<file path="src/design/ray_sphere_intersect_defines.svh">
// Assertion macros for the ray-sphere intersection design; only rsi_fifo uses them.
`ifndef RAY_SPHERE_INTERSECT_DEFINES_SVH
`define RAY_SPHERE_INTERSECT_DEFINES_SVH
`ifndef SYNTHESIS
`define RSI_ASSERT(lbl, prop) \
    lbl: assert property (@(posedge i_clk) disable iff (!i_rst_n) (prop)) \
        else $error("rsi assertion failed");
`define RSI_ASSERT_NEXT(lbl, ante, cons) \
    lbl: assert property (@(posedge i_clk) disable iff (!i_rst_n) (ante) |=> (cons)) \
        else $error("rsi assertion failed");
`else
`define RSI_ASSERT(lbl, prop)
`define RSI_ASSERT_NEXT(lbl, ante, cons)
`endif
`endif

</file>
<file path="src/design/rsi_pkg.sv">
// Types, widths and constants of the ray-sphere intersection block.
package rsi_pkg;

    localparam int RSI_QUEUE_DEPTH = 4;
    localparam int PADDR_W = 5;
    localparam int COORD_W = 32;
    localparam int OC_W = COORD_W + 1;
    localparam int P1_W = 2 * OC_W;
    localparam int SUM_W = 70;
    localparam int PRD_W = 2 * SUM_W;
    localparam int DISC_W = PRD_W + 1;
    localparam int RAD_W = PRD_W;
    localparam int ROOT_W = RAD_W / 2;
    localparam int REM_W = ROOT_W + 2;
    localparam int A_W = 64;
    localparam int S_W = ROOT_W + 2;
    localparam int FRAC_W = 16;
    localparam int MAG_W = S_W + FRAC_W;
    localparam int QS_W = MAG_W + 1;
    localparam int MUL_LAT = 4;
    localparam int MUL_CHUNK_W = 32;
    localparam int FRONT_LAT = 2 * MUL_LAT + 3;
    localparam int BACK_LAT = ROOT_W + MAG_W + 4;

    typedef enum logic [2:0] {
        REG_CENTER_X,
        REG_CENTER_Y,
        REG_CENTER_Z,
        REG_RADIUS,
        REG_MATERIAL
    } t_reg_idx;

    typedef struct packed {
        logic [2:0][COORD_W-1:0] center;
        logic [30:0]             radius;
        logic [7:0]              material;
    } t_cfg;

    typedef struct packed {
        logic signed [31:0] origin_x;
        logic signed [31:0] origin_y;
        logic signed [31:0] origin_z;
        logic signed [31:0] dir_x;
        logic signed [31:0] dir_y;
        logic signed [31:0] dir_z;
        logic signed [31:0] t_min;
        logic signed [31:0] t_max;
    } t_ray;

    typedef struct packed {
        logic               hit;
        logic signed [31:0] hit_t;
        logic signed [31:0] point_x;
        logic signed [31:0] point_y;
        logic signed [31:0] point_z;
        logic signed [31:0] normal_x;
        logic signed [31:0] normal_y;
        logic signed [31:0] normal_z;
        logic [7:0]         hit_material;
    } t_hit;

    typedef struct packed {
        logic [2:0][COORD_W-1:0] org;
        logic [2:0][COORD_W-1:0] dir;
        logic [COORD_W-1:0]      t_min;
        logic [COORD_W-1:0]      t_max;
        logic                    ok;
        logic [A_W-1:0]          a;
    } t_side;

    typedef struct packed {
        t_side                   side;
        logic signed [SUM_W-1:0] h;
        logic [RAD_W-1:0]        rad;
    } t_mid;

endpackage

</file>
<file path="src/design/rsi_fifo.sv">
// Short queue between the front and the back part.
`include "ray_sphere_intersect_defines.svh"
module rsi_fifo #(
    parameter int DEPTH = rsi_pkg::RSI_QUEUE_DEPTH
) (
    input  logic          i_clk,
    input  logic          i_rst_n,
    input  logic          i_valid,
    input  rsi_pkg::t_mid i_data,
    output logic          o_ready,
    output logic          o_valid,
    output rsi_pkg::t_mid o_data,
    input  logic          i_ready
);
    import rsi_pkg::*;

    localparam int CNT_W = $clog2(DEPTH + 1);
    localparam int PTR_W = $clog2(DEPTH);

    t_mid r_mem [0:DEPTH-1];
    logic [PTR_W-1:0] r_wr, r_rd;
    logic [CNT_W-1:0] r_count;
    logic w_push, w_pop;

    assign o_ready = r_count != CNT_W'(DEPTH);
    assign o_valid = r_count != '0;
    assign o_data = r_mem[r_rd];
    assign w_push = i_valid && o_ready;
    assign w_pop = o_valid && i_ready;

    always_ff @(posedge i_clk) begin
        if (!i_rst_n) begin
            r_wr <= '0;
            r_rd <= '0;
            r_count <= '0;
        end else begin
            if (w_push) begin
                r_wr <= (r_wr == PTR_W'(DEPTH - 1)) ? '0 : r_wr + 1'b1;
            end
            if (w_pop) begin
                r_rd <= (r_rd == PTR_W'(DEPTH - 1)) ? '0 : r_rd + 1'b1;
            end
            if (w_push && !w_pop) begin
                r_count <= r_count + 1'b1;
            end else if (w_pop && !w_push) begin
                r_count <= r_count - 1'b1;
            end
        end
    end

    always_ff @(posedge i_clk) begin
        if (w_push) begin
            r_mem[r_wr] <= i_data;
        end
    end

    `RSI_ASSERT_NEXT(a_push_grows, w_push && !w_pop, r_count == $past(r_count) + 1'b1)
    `RSI_ASSERT_NEXT(a_pop_shrinks, w_pop && !w_push, r_count == $past(r_count) - 1'b1)
    `RSI_ASSERT_NEXT(a_both_hold, w_push && w_pop, $stable(r_count))
endmodule

</file>
<file path="config.mk">
export PLATFORM = sky130hd
export DESIGN_NAME = rsi_fifo
export DESIGN_NICKNAME = d
export VERILOG_FILES = /design/src/design/rsi_pkg.sv /design/src/design/rsi_fifo.sv
export VERILOG_INCLUDE_DIRS = /design/src /design/src/design
export SDC_FILE = /design/constraint.sdc
export NUM_CORES = 1
export LEC_CHECK = 0
export CELL_PAD_IN_SITES_DETAIL_PLACEMENT = 1
export CELL_PAD_IN_SITES_GLOBAL_PLACEMENT = 1
export CORE_AREA = 2 2 421 423
export DETAILED_ROUTE_END_ITERATION = 16
export DIE_AREA = 0 0 423 425
export DONT_BUFFER_PORTS = 1
export PLACE_DENSITY_LB_ADDON = 0.1
export SYNTH_ARGS = -nofsm -noshare
export SYNTH_HDL_FRONTEND = slang
export SYNTH_SLANG_ARGS = --single-unit
</file>
<file path="constraint.sdc">
create_clock -name i_clk -period 16 [get_ports i_clk]
set_input_delay 1.6 -clock i_clk [delete_from_list [all_inputs] [get_ports i_clk]]
set_output_delay 1.6 -clock i_clk [all_outputs]
set_load 0.005 [all_outputs]
</file>
[Yosys cells after proc, flatten, opt, wreduce, memory -nomap -nowiden]
Memories as Yosys holds them, arrays and structs flattened. A register that Yosys moved wholly into a read port is not among the register bits.
Index checks and enable logic that the tools add are counted.
Word-level totals
  output and inout port bits: 533
  memory bits (writable): 2124
  register bits after elaboration: 7
  memories kept: 1
  logic and storage cells: 27
Memory list
  r_mem: words 4, width 531, read ports 1, clocked after Yosys merged registers in 1, write ports 1, RTL line rsi_fifo.sv:20  | t_mid r_mem [0:DEPTH-1];
Operators by class
  mux-type cells: 8
  reduce and logical (&&, ||, !) cells: 8
  $add $sub $neg: 4
  equal/unequal tests: 3
Operators by type and width (count)
  2-to-1 mux 2 bit: 4
  2-to-1 mux 3 bit: 2
  adder 2 x 1 -> 2 bit (second input constant): 2
  == test 2 bit (second input constant): 2
  logical AND 1 bit: 4
  adder 3 x 1 -> 3 bit (second input constant): 1
  inequality test 3 bit (second input constant): 1
  nonzero test 3 bit: 1
  subtractor 3 x 1 -> 3 bit (second input constant): 1
  logical NOT 1 bit: 2
  2-to-1 mux 1 bit: 2
  nonzero test 2 bit: 1

[Longest topological paths before layout]
Gate-level depths: netlist of the first run.
  word-level depth: 6
  depth in mapped cells: 9

[Least setup slack after synthesis of the first run]
OpenSTA, ideal clock, no wires.
  kind: input port to flip-flop
  start point: in i_valid
  end point: mem r_mem[3][0] (netlist name) (enable)
  arrival time: 13.678 ns
  stages on the path: 1
  required time: 15.031 ns
  path buffers: 0
  setup time: 0.969 ns
  slack: 1.354 ns
  cell sequence: and3_1
Between the ends
  longest elaborated chain between the ends: 3
Ends and longest elaborated chain
  start: declaration: RTL line rsi_fifo.sv:8  | input logic i_valid,
  logical AND 1 bit: RTL line rsi_fifo.sv:28  | assign w_push = i_valid && o_ready;
  2-to-1 mux 1 bit: RTL line rsi_fifo.sv:52  | if (w_push) begin
  2-to-1 mux 1 bit (not written as such): RTL line rsi_fifo.sv:53  | r_mem[r_wr] <= i_data;
  end: declaration: RTL line rsi_fifo.sv:20
Every way passes these cells.

==> flow_summary.toml, run 1 <==
[clock_tree]
clockBufferDepth = 3
root_buffer = "clkbuf_16"
clk_latency_ps = 860
path_clk_slew_ps = 60
clkSinkCount = 2133
htreeDepth = 4
cts_resized = 0
postCtsSetupBuffers = 0
cts_tree = "done"
numCtsBuffers = 215
hold_buffers = 0

[hold_path]
min_path_type = "register to register"
hp-start = "r_count[2]"

[power_and_ir_drop]
p_leak_nw = 25.98
peakVddDrop_mv = 0.1375
power-per-cell-area_nw_per_um2 = 163.2

[drt]
routedWlPerCell_microns = 34.30
first_pass_iters = 7
vias = 30850
drc = 0
routed_wl_microns = 188100
antenna_left = 0
vias_per_cell = 5.627
drt_iter0_drc = 2044

[setup_path]
cp_top_family = "buffers and inverters"
critical_path_required_ps = 14400
crit_path_max_fanout = 92
cpMostUsedCell = "buf_4"
worstReg2RegStart = "r_count[0]"
worstPathArrival_ps = 4780
cp-end-kind = "output port"
path_cells = "buf_12 -> buf_4 -> buf_4 -> mux4_2"
worst-setup-path-type = "register to output port"
start_kind = "register"
cpMaxStageDelayCell = "dfxtp_4"
critPathBufInv = 3
max_stage_delay_ps = 940

[synth]
ys_seq_area_share_pct = 82.92
synth_fp_nets = 3366
async_flop_share_pct = 0
synth_cell_type_count = 26
synth.area.top_cells = "edfxtp_1 (83%), mux4_2 (16%), buf_6 (0.80%), buf_2 (0.35%), dfxtp_1 (0.23%)"
syn_area_sq_um = 77140
yosys_warnings = 0
synth_ff_type = "edfxtp_1"
syn_avg_cell_area_sq_um = 27.32
synthCells = 2824
synth_top_area_share_pct = 82.68
synth_largest_area_cell = "edfxtp_1"
synth_edf_count = 2124
ys_ff_latch = 2133

[die]
start_util_pct = 43.99
rows = 154
die_y_microns = 425
die_x_microns = 423
ios = 1068
core-area_sq_um = 175300
die_area_sq_um = 179800

[cells_and_area]
nets = 3500
final_cell_count_no_fill = 5483
drive_above_1_share_pct = 27.78
area_growth_pct = 11.88
nFillCells = 14850
final_core_util_pct = 49.22
final_cell_area_sq_um = 86300
final_common_cell = "edfxtp_1"
layout_common_cells = "edfxtp_1 (2124), mux4_2 (531), clkbuf_16 (216)"

[place]
place_inst = 5081
numPortBuffers = 0
place_area_sq_um = 79580
gp_congestion = 0.7975
hpwl_microns = 121700

[sta]
final-max-slew-violation-count = 0
rsz0062_at_grt = "false"
fin_skew_ps = 21.62
period_needed_ps = 6384
worst_slew_pin_slew_ps = 1257
timing.slew.headroom_pct = 16.22
finalCritPeriodShare_pct = 39.90
setup_violations = 0
setup_tns_ps = 0
max_freq_ghz = 0.1567
hold_violations = 0

[global_routing]
grt_pass1_wl_microns = 264500
grtUsageTotal_pct = 20.88
grt_max_degree = 170
grt_pass1_vias = 33980
overflow = 0
antenna_found_initial = 5

[outcome]
outcome = "complete, no violations"

[flow_run]
maxCapViolations = 0
[cell usage after synthesis, drive strengths merged (2+ instances only)]
cell	number
dfxtp	9
nand3	2
buf	111
edfxtp	2124
clkbuf	9
and2	2
inv	3
or3	2
nor2	2
ha	6
mux4	531
and3	4
nand2	5
mux2i	2
o21ai	4
[cells by family (layout without fill, tap and decap cells)]
| logic type | count (synthesis) | in the layout | share of synthesized area (%) |
|---|---|---|---|
| xor+xnor | 2 | 2 | 0.02271 |
| mux | 533 | 533 | 15.53 |
| buf+inv | 123 | 434 | 1.221 |
| fa+ha+maj | 7 | 7 | 0.1233 |
| flops | 2133 | 2133 | 82.92 |
| compound gates | 6 | 6 | 0.04542 |
| other cells | 0 | 8 | 0 |
| simple gates | 20 | 20 | 0.1428 |
[sequential cells by signal, summed over array words and instances (netlist names), named ones only]
name     flops
r_mem     2124
r_wr         2
r_count      3
r_rd         2
[metal layers]
metal  global-route usage [%]  wire length (microns)  share of wire (%)
met1                    21.71                  61280                 33
met2                    36.44                  99640                 53
met3                    9.164                  18390                9.8
met4                    9.241                   8741                4.6
met5                        0                     13             0.0069
[layout make-up]
cell class,instances,area [sq um],area share [%]
flip-flops and latches,2133,63970,74.12
multi-input cells,568,12260,14.20
clock buffers,264,5585,6.472
well taps,2340,2928,3.393
clock inverters,130,1116,1.293
repair buffers,37,415.4,0.4813
diodes,8,20.02,0.02320
inverters,3,11.26,0.01305
[worst register-to-register path, stage by stage (launching register included)]
cell and delay (ps):
dfxtp_1 440, or3b_1 360, and3_4 760, buf_4 900
buf_4 980, buf_12 580, buf_4 920
[metrics by stage]
stage,setup slack [ps],hold WS [ps],power (mW)
2_1_floorplan,1354,467.7,9.022
3_3_place_gp,9807,494.2,9.447
3_5_place_dp,9787,526.5,9.501
4_1_cts,9188,540.8,14.30
5_1_grt,9075,577.2,14.59
6_report,9616,533.8,14.08
[power breakdown]
part / total (mW) / internal, mW / switching, mW
Sequential: 6.93 / 6.78 / 0.149
Clock: 4.78 / 2.72 / 2.06
Combinational: 2.37 / 0.923 / 1.45
[final timing paths]
path | endpoint | slack, ps | cells past startpoint
worst max-delay path | o_data[155] | 9620 | 4
worst min-delay path | r_count[2] | 530 | 2
worst max register to register | r_mem[2][83] | 10630 | 6
worst min register to register | r_count[2] | 530 | 2
Note: power is estimated with default switching activity, not from simulation.
==> run 2, diff against run 1 <==
==> constraint.sdc (replaced) <==
create_clock -name i_clk -period 6.1 [get_ports i_clk]
set_input_delay 0.61 -clock i_clk [delete_from_list [all_inputs] [get_ports i_clk]]
set_output_delay 0.61 -clock i_clk [all_outputs]
set_load 0.005 [all_outputs]
==> run 2 against run 1 <==
Against the previous run: utilization grew 3.4 points; setup slack got worse by 7400 ps; total power rose to 2.7 times the previous value; worst hold slack got worse by 400 ps; sequential power rose to 2.6 times the previous value; die area unchanged; critical path type unchanged.
==> flow_summary.toml, run 2 (same netlist as run 1, synthesis figures left out) <==
[outcome]
outcome = "complete, no violations"

[sta]
period_needed_ps = 3907
setup_tns_ps = 0
finalCritPeriodShare_pct = 64.05
fin_ws_ps = 2193
fin_skew_ps = 25.78
rsz0062_at_grt = "false"
worst_slew_pin_slew_ps = 1198
final-max-slew-violation-count = 0
timing.slew.headroom_pct = 20.13
hold_violations = 0
setup_violations = 0
max_freq_ghz = 0.2559

[setup_path]
worstPathArrival_ps = 3300
worstReg2RegStart = "r_count[0]"
r2r-end = "r_mem[3][152]"
critical_path_required_ps = 5490
cp-end-kind = "output port"
worst-setup-path-type = "register to output port"
ff2ff_path_depth = 3
start_kind = "register"
crit_end = "o_data[186]"
regToRegSetupSlack_ps = 3120
crit_path_max_fanout = 33

[power_and_ir_drop]
p_int_mw = 27.94
p_seq_share_pct = 47.8
swShare_pct = 26.47
p_sw_mw = 10.06
totalPowerFinal_mw = 38.00
peakVddDrop_mv = 0.2898
p_clk_share_pct = 34.1
pwr-share-comb_pct = 18.2
p_leak_nw = 28.40
power-per-cell-area_nw_per_um2 = 412.2

[flow_run]
maxCapViolations = 0

[place]
dp_worst_setup_slack_ps = 2932
hpwl_microns = 128000
gp_congestion = 0.8251
place_inst = 5090
numPortBuffers = 0

[cells_and_area]
regMostFlops = "r_mem"
drive_above_1_share_pct = 24.00
area_growth_pct = 19.50
layout_common_cells = "edfxtp_1 (2124), dlygate4sd3_1 (533), mux4_2 (531)"
nets = 4043
largest_reg_flops = 2124
top_regs = "r_mem: 2124 flops, r_count: 3 flops"
final_core_util_pct = 52.57
final_common_cell = "edfxtp_1"
final_cell_count_no_fill = 6061

[clock_tree]
cts_tree = "done"
root_buffer = "clkbuf_16"
clkSinkCount = 2133
clockBufferDepth = 3
path_clk_slew_ps = 60
hold_buffers = 533
clk_latency_ps = 850
numCtsBuffers = 216
cts_resized = 0
htreeDepth = 4
postCtsSetupBuffers = 0

[global_routing]
grt_pass1_wl_microns = 280900
antenna_found_initial = 74
grt_max_degree = 154
overflow = 0
grt_pass1_vias = 36430
grtUsageTotal_pct = 22.02

[drt]
antenna_left = 0
drc = 0
first_pass_iters = 5
vias_per_cell = 5.571
routed_wl_microns = 199000
drt_iter0_drc = 2433
routedWlPerCell_microns = 32.83
vias = 33770

[die]
die_area_sq_um = 179800
start_util_pct = 43.99
rows = 154
die_y_microns = 425
die_x_microns = 423
ios = 1068
core-area_sq_um = 175300

[hold_path]
min_path_type = "input port to register"
[run 2: changes by cell type in the layout (fill, tap and decap cells not counted), moves of 3 or more]
cell,delta
dlygate4sd3_1,+533
diode_2,+25
clkinv_1,+13
buf_12,+11
clkbuf_1,-7
clkinv_2,-7
bufinv_16,+6
clkbuf_8,+3
inv_16,-3
[run 2: how the worst min path moves through the flow]
stage	startpoint	endpoint	slack, ps	depth (start not counted)
after floorplan	r_wr[1]	r_wr[1]	470	2
after global placement	r_wr[1]	r_wr[1]	520	2
after detailed placement	r_wr[1]	r_wr[1]	530	2
after CTS	i_ready	register	60	2
after global routing	i_ready	register	110	2
final	i_ready	register	140	2
[run 2: metrics by stage]
step                      hold WS (ps)  cell area, sq um
final                            136.9             92180
after global routing             107.9             92160
after CTS                        55.43             92100
after detailed placement         526.9             79790
after global placement           520.5             79790
after floorplan                  467.7             77150
[run 2: per-layer routing]
layer | track usage (%) | up-vias | part of all wire [%]
li1 | - | 13790 | -
met1 | 25.52 | 18280 | 36
met2 | 38.00 | 1246 | 52
met3 | 6.381 | 430 | 6.9
met4 | 9.905 | 26 | 5.0
met5 | 0 | - | 0.086
[run 2: power groups by stage]
stage          Sequential, mW  Combinational (mW)  Clock, mW
2_1_floorplan            18.7                4.45          0
3_3_place_gp             18.4                6.61          0
3_5_place_dp             18.5                6.64          0
4_1_cts                  18.2                7.14       13.3
5_1_grt                  18.3                7.27       13.8
6_report                 18.1                6.91       12.9
[run 2: layout make-up]
type                       instances  area [sq um]
inverter                           3         11.26
sequential                      2133         63970
timing repair buffer             579          5956
tap                             2340          2928
clock inverter                   143          1326
multi-input combinational        568         12260
fill                           14720         83160
antenna                           33         82.58
clock buffer                     262          5650
[run 2: critical path, cell delays in order (launching register included)]
cell and delay [ps]:
dfxtp_4 830, buf_4 740, mux4_2 700
==> run 3, diff against run 2 <==
==> constraint.sdc (replaced) <==
create_clock -name i_clk -period 3.8 [get_ports i_clk]
set_input_delay 0.38 -clock i_clk [delete_from_list [all_inputs] [get_ports i_clk]]
set_output_delay 0.38 -clock i_clk [all_outputs]
set_load 0.005 [all_outputs]
==> run 3 against run 2 <==
Against the previous run: via count up 0.17%; worst hold slack better by 66 ps; combinational power up 64%; sequential share of layout area down 0.43 points; sequential power up 61%; first-iteration DRC count about the same; largest cell class unchanged.
==> flow_summary.toml, run 3 (same netlist as run 1, synthesis figures left out) <==
[drt]
vias = 33820
vias_per_cell = 5.553
routed_wl_microns = 197600
drc = 0
routedWlPerCell_microns = 32.45
drt_iter0_drc = 2434
antenna_left = 0
first_pass_iters = 5

[cells_and_area]
regMostFlops = "r_mem"
drive_above_1_share_pct = 24.91
nFillCells = 14730
area_growth_pct = 20.25
layout_common_cells = "edfxtp_1 (2124), dlygate4sd3_1 (534), mux4_2 (531)"
final_common_cell = "edfxtp_1"
largest_reg_flops = 2124
final_core_util_pct = 52.90
top_regs = "r_mem: 2124 flops, r_count: 3 flops"
final_cell_count_no_fill = 6091
nets = 4093

[setup_path]
crit_path_max_fanout = 27
start_kind = "register"
worst-setup-path-type = "register to output port"
critical_path_required_ps = 3420
cp-end-kind = "output port"
worstPathArrival_ps = 2960

[global_routing]
grt_pass1_wl_microns = 281000
grt_use_met2_pct = 37.93
use_met1_pct = 25.87
grtUsageTotal_pct = 21.92
gr-usage-met3_pct = 5.849
grt_pass1_vias = 36640
grt_max_degree = 107
grt.busiest_layer = "met2"
overflow = 0
antenna_found_initial = 67

[sta]
timing.slew.headroom_pct = 41.03
period_needed_ps = 3342
worst_slew_pin_slew_ps = 884.6
final-max-slew-violation-count = 0
setup_violations = 0
max_freq_ghz = 0.2992
hold_violations = 0
fin_skew_ps = 42.27
rsz0062_at_grt = "false"
finalCritPeriodShare_pct = 87.95

[clock_tree]
clk_latency_ps = 850
numCtsBuffers = 211
cts_tree = "done"
postCtsSetupBuffers = 0
path_clk_slew_ps = 60
clkSinkCount = 2133
clockBufferDepth = 3
root_buffer = "clkbuf_16"
htreeDepth = 4

[power_and_ir_drop]
p_leak_nw = 28.69
peakVddDrop_mv = 0.4469
power-per-cell-area_nw_per_um2 = 655.7

[die]
die_area_sq_um = 179800
rows = 154
start_util_pct = 43.99
ios = 1068
core-area_sq_um = 175300
die_x_microns = 423
die_y_microns = 425

[outcome]
outcome = "complete, no violations"

[place]
numPortBuffers = 0
hpwl_microns = 132500
place_inst = 5144
gp_congestion = 0.8404

[hold_path]
min_path_type = "input port to register"

[flow_run]
maxCapViolations = 0
[run 3: changes by cell type in the layout (fill, tap and decap cells not counted), sizes merged]
cell         previous run  this run
buf                    46       100
clkbuf                262       257
dlygate4sd3           533       534
inv                    11        12
bufinv                 21        20
diode                  33        21
clkinv                109       101
[run 3: layout make-up]
| type | instances | area, sq um | area share (%) |
|---|---|---|---|
| clock inverter | 135 | 1365 | 1.472 |
| timing repair buffer | 634 | 6721 | 7.246 |
| multi-input combinational | 568 | 12260 | 13.21 |
| inverter | 3 | 11.26 | 0.01214 |
| sequential | 2133 | 63970 | 68.97 |
| antenna | 21 | 52.55 | 0.05665 |
| tap | 2340 | 2928 | 3.156 |
| clock buffer | 257 | 5453 | 5.878 |
[run 3: where the power goes]
| part | internal (mW) | switching, mW | leakage, nW |
|---|---|---|---|
| Clock | 11.6 | 8.84 | 3.31 |
| Sequential | 28.5 | 0.581 | 19.5 |
| Combinational | 4.59 | 6.72 | 5.83 |
[run 3: what timing repair did]
action | 4_1_cts | 5_1_grt
gates resized for setup | 0 | 0
hold endpoints to repair | 2147 | 0
hold buffers | 534 | 0
setup endpoints to repair | 0 | 0
[run 3: critical path, cell delays in order, from the launching register on]
cell	delay (ps)
dfxtp_4	820
buf_4	590
mux4_2	640
[run 3: per-layer routing]
| metal | routed length, microns | part of all wire, % |
|---|---|---|
| met5 | 176 | 0.089 |
| met2 | 103800 | 53 |
| met3 | 12480 | 6.3 |
| met4 | 8904 | 4.5 |
| met1 | 72300 | 37 |
[run 3: final timing paths]
kind / from / endpoint / slack [ps] / cells after the start
max: register / o_data[354] / 460 / 2
min reg2reg: r_wr[1] / r_wr[1] / 520 / 2
max reg2reg: r_count[0] / r_mem[1][241] / 1270 / 3
min: i_valid / r_mem[1][349] / 200 / 1
[run 3: through the flow]
step | TNS (ps) | power (mW) | area [sq um] | setup slack, ps | hold WS [ps]
floorplan | -2193700 | 36.81 | 77170 | -1036 | 467.7
finish | 0 | 60.82 | 92760 | 457.7 | 203.1
CTS | 0 | 61.66 | 92710 | 265.1 | 123.7
detailed placement | 0 | 40.43 | 80540 | 1242 | 479.0
global route | 0 | 62.88 | 92750 | 245.4 | 186.9
global placement | 0 | 40.23 | 80540 | 1271 | 479.0
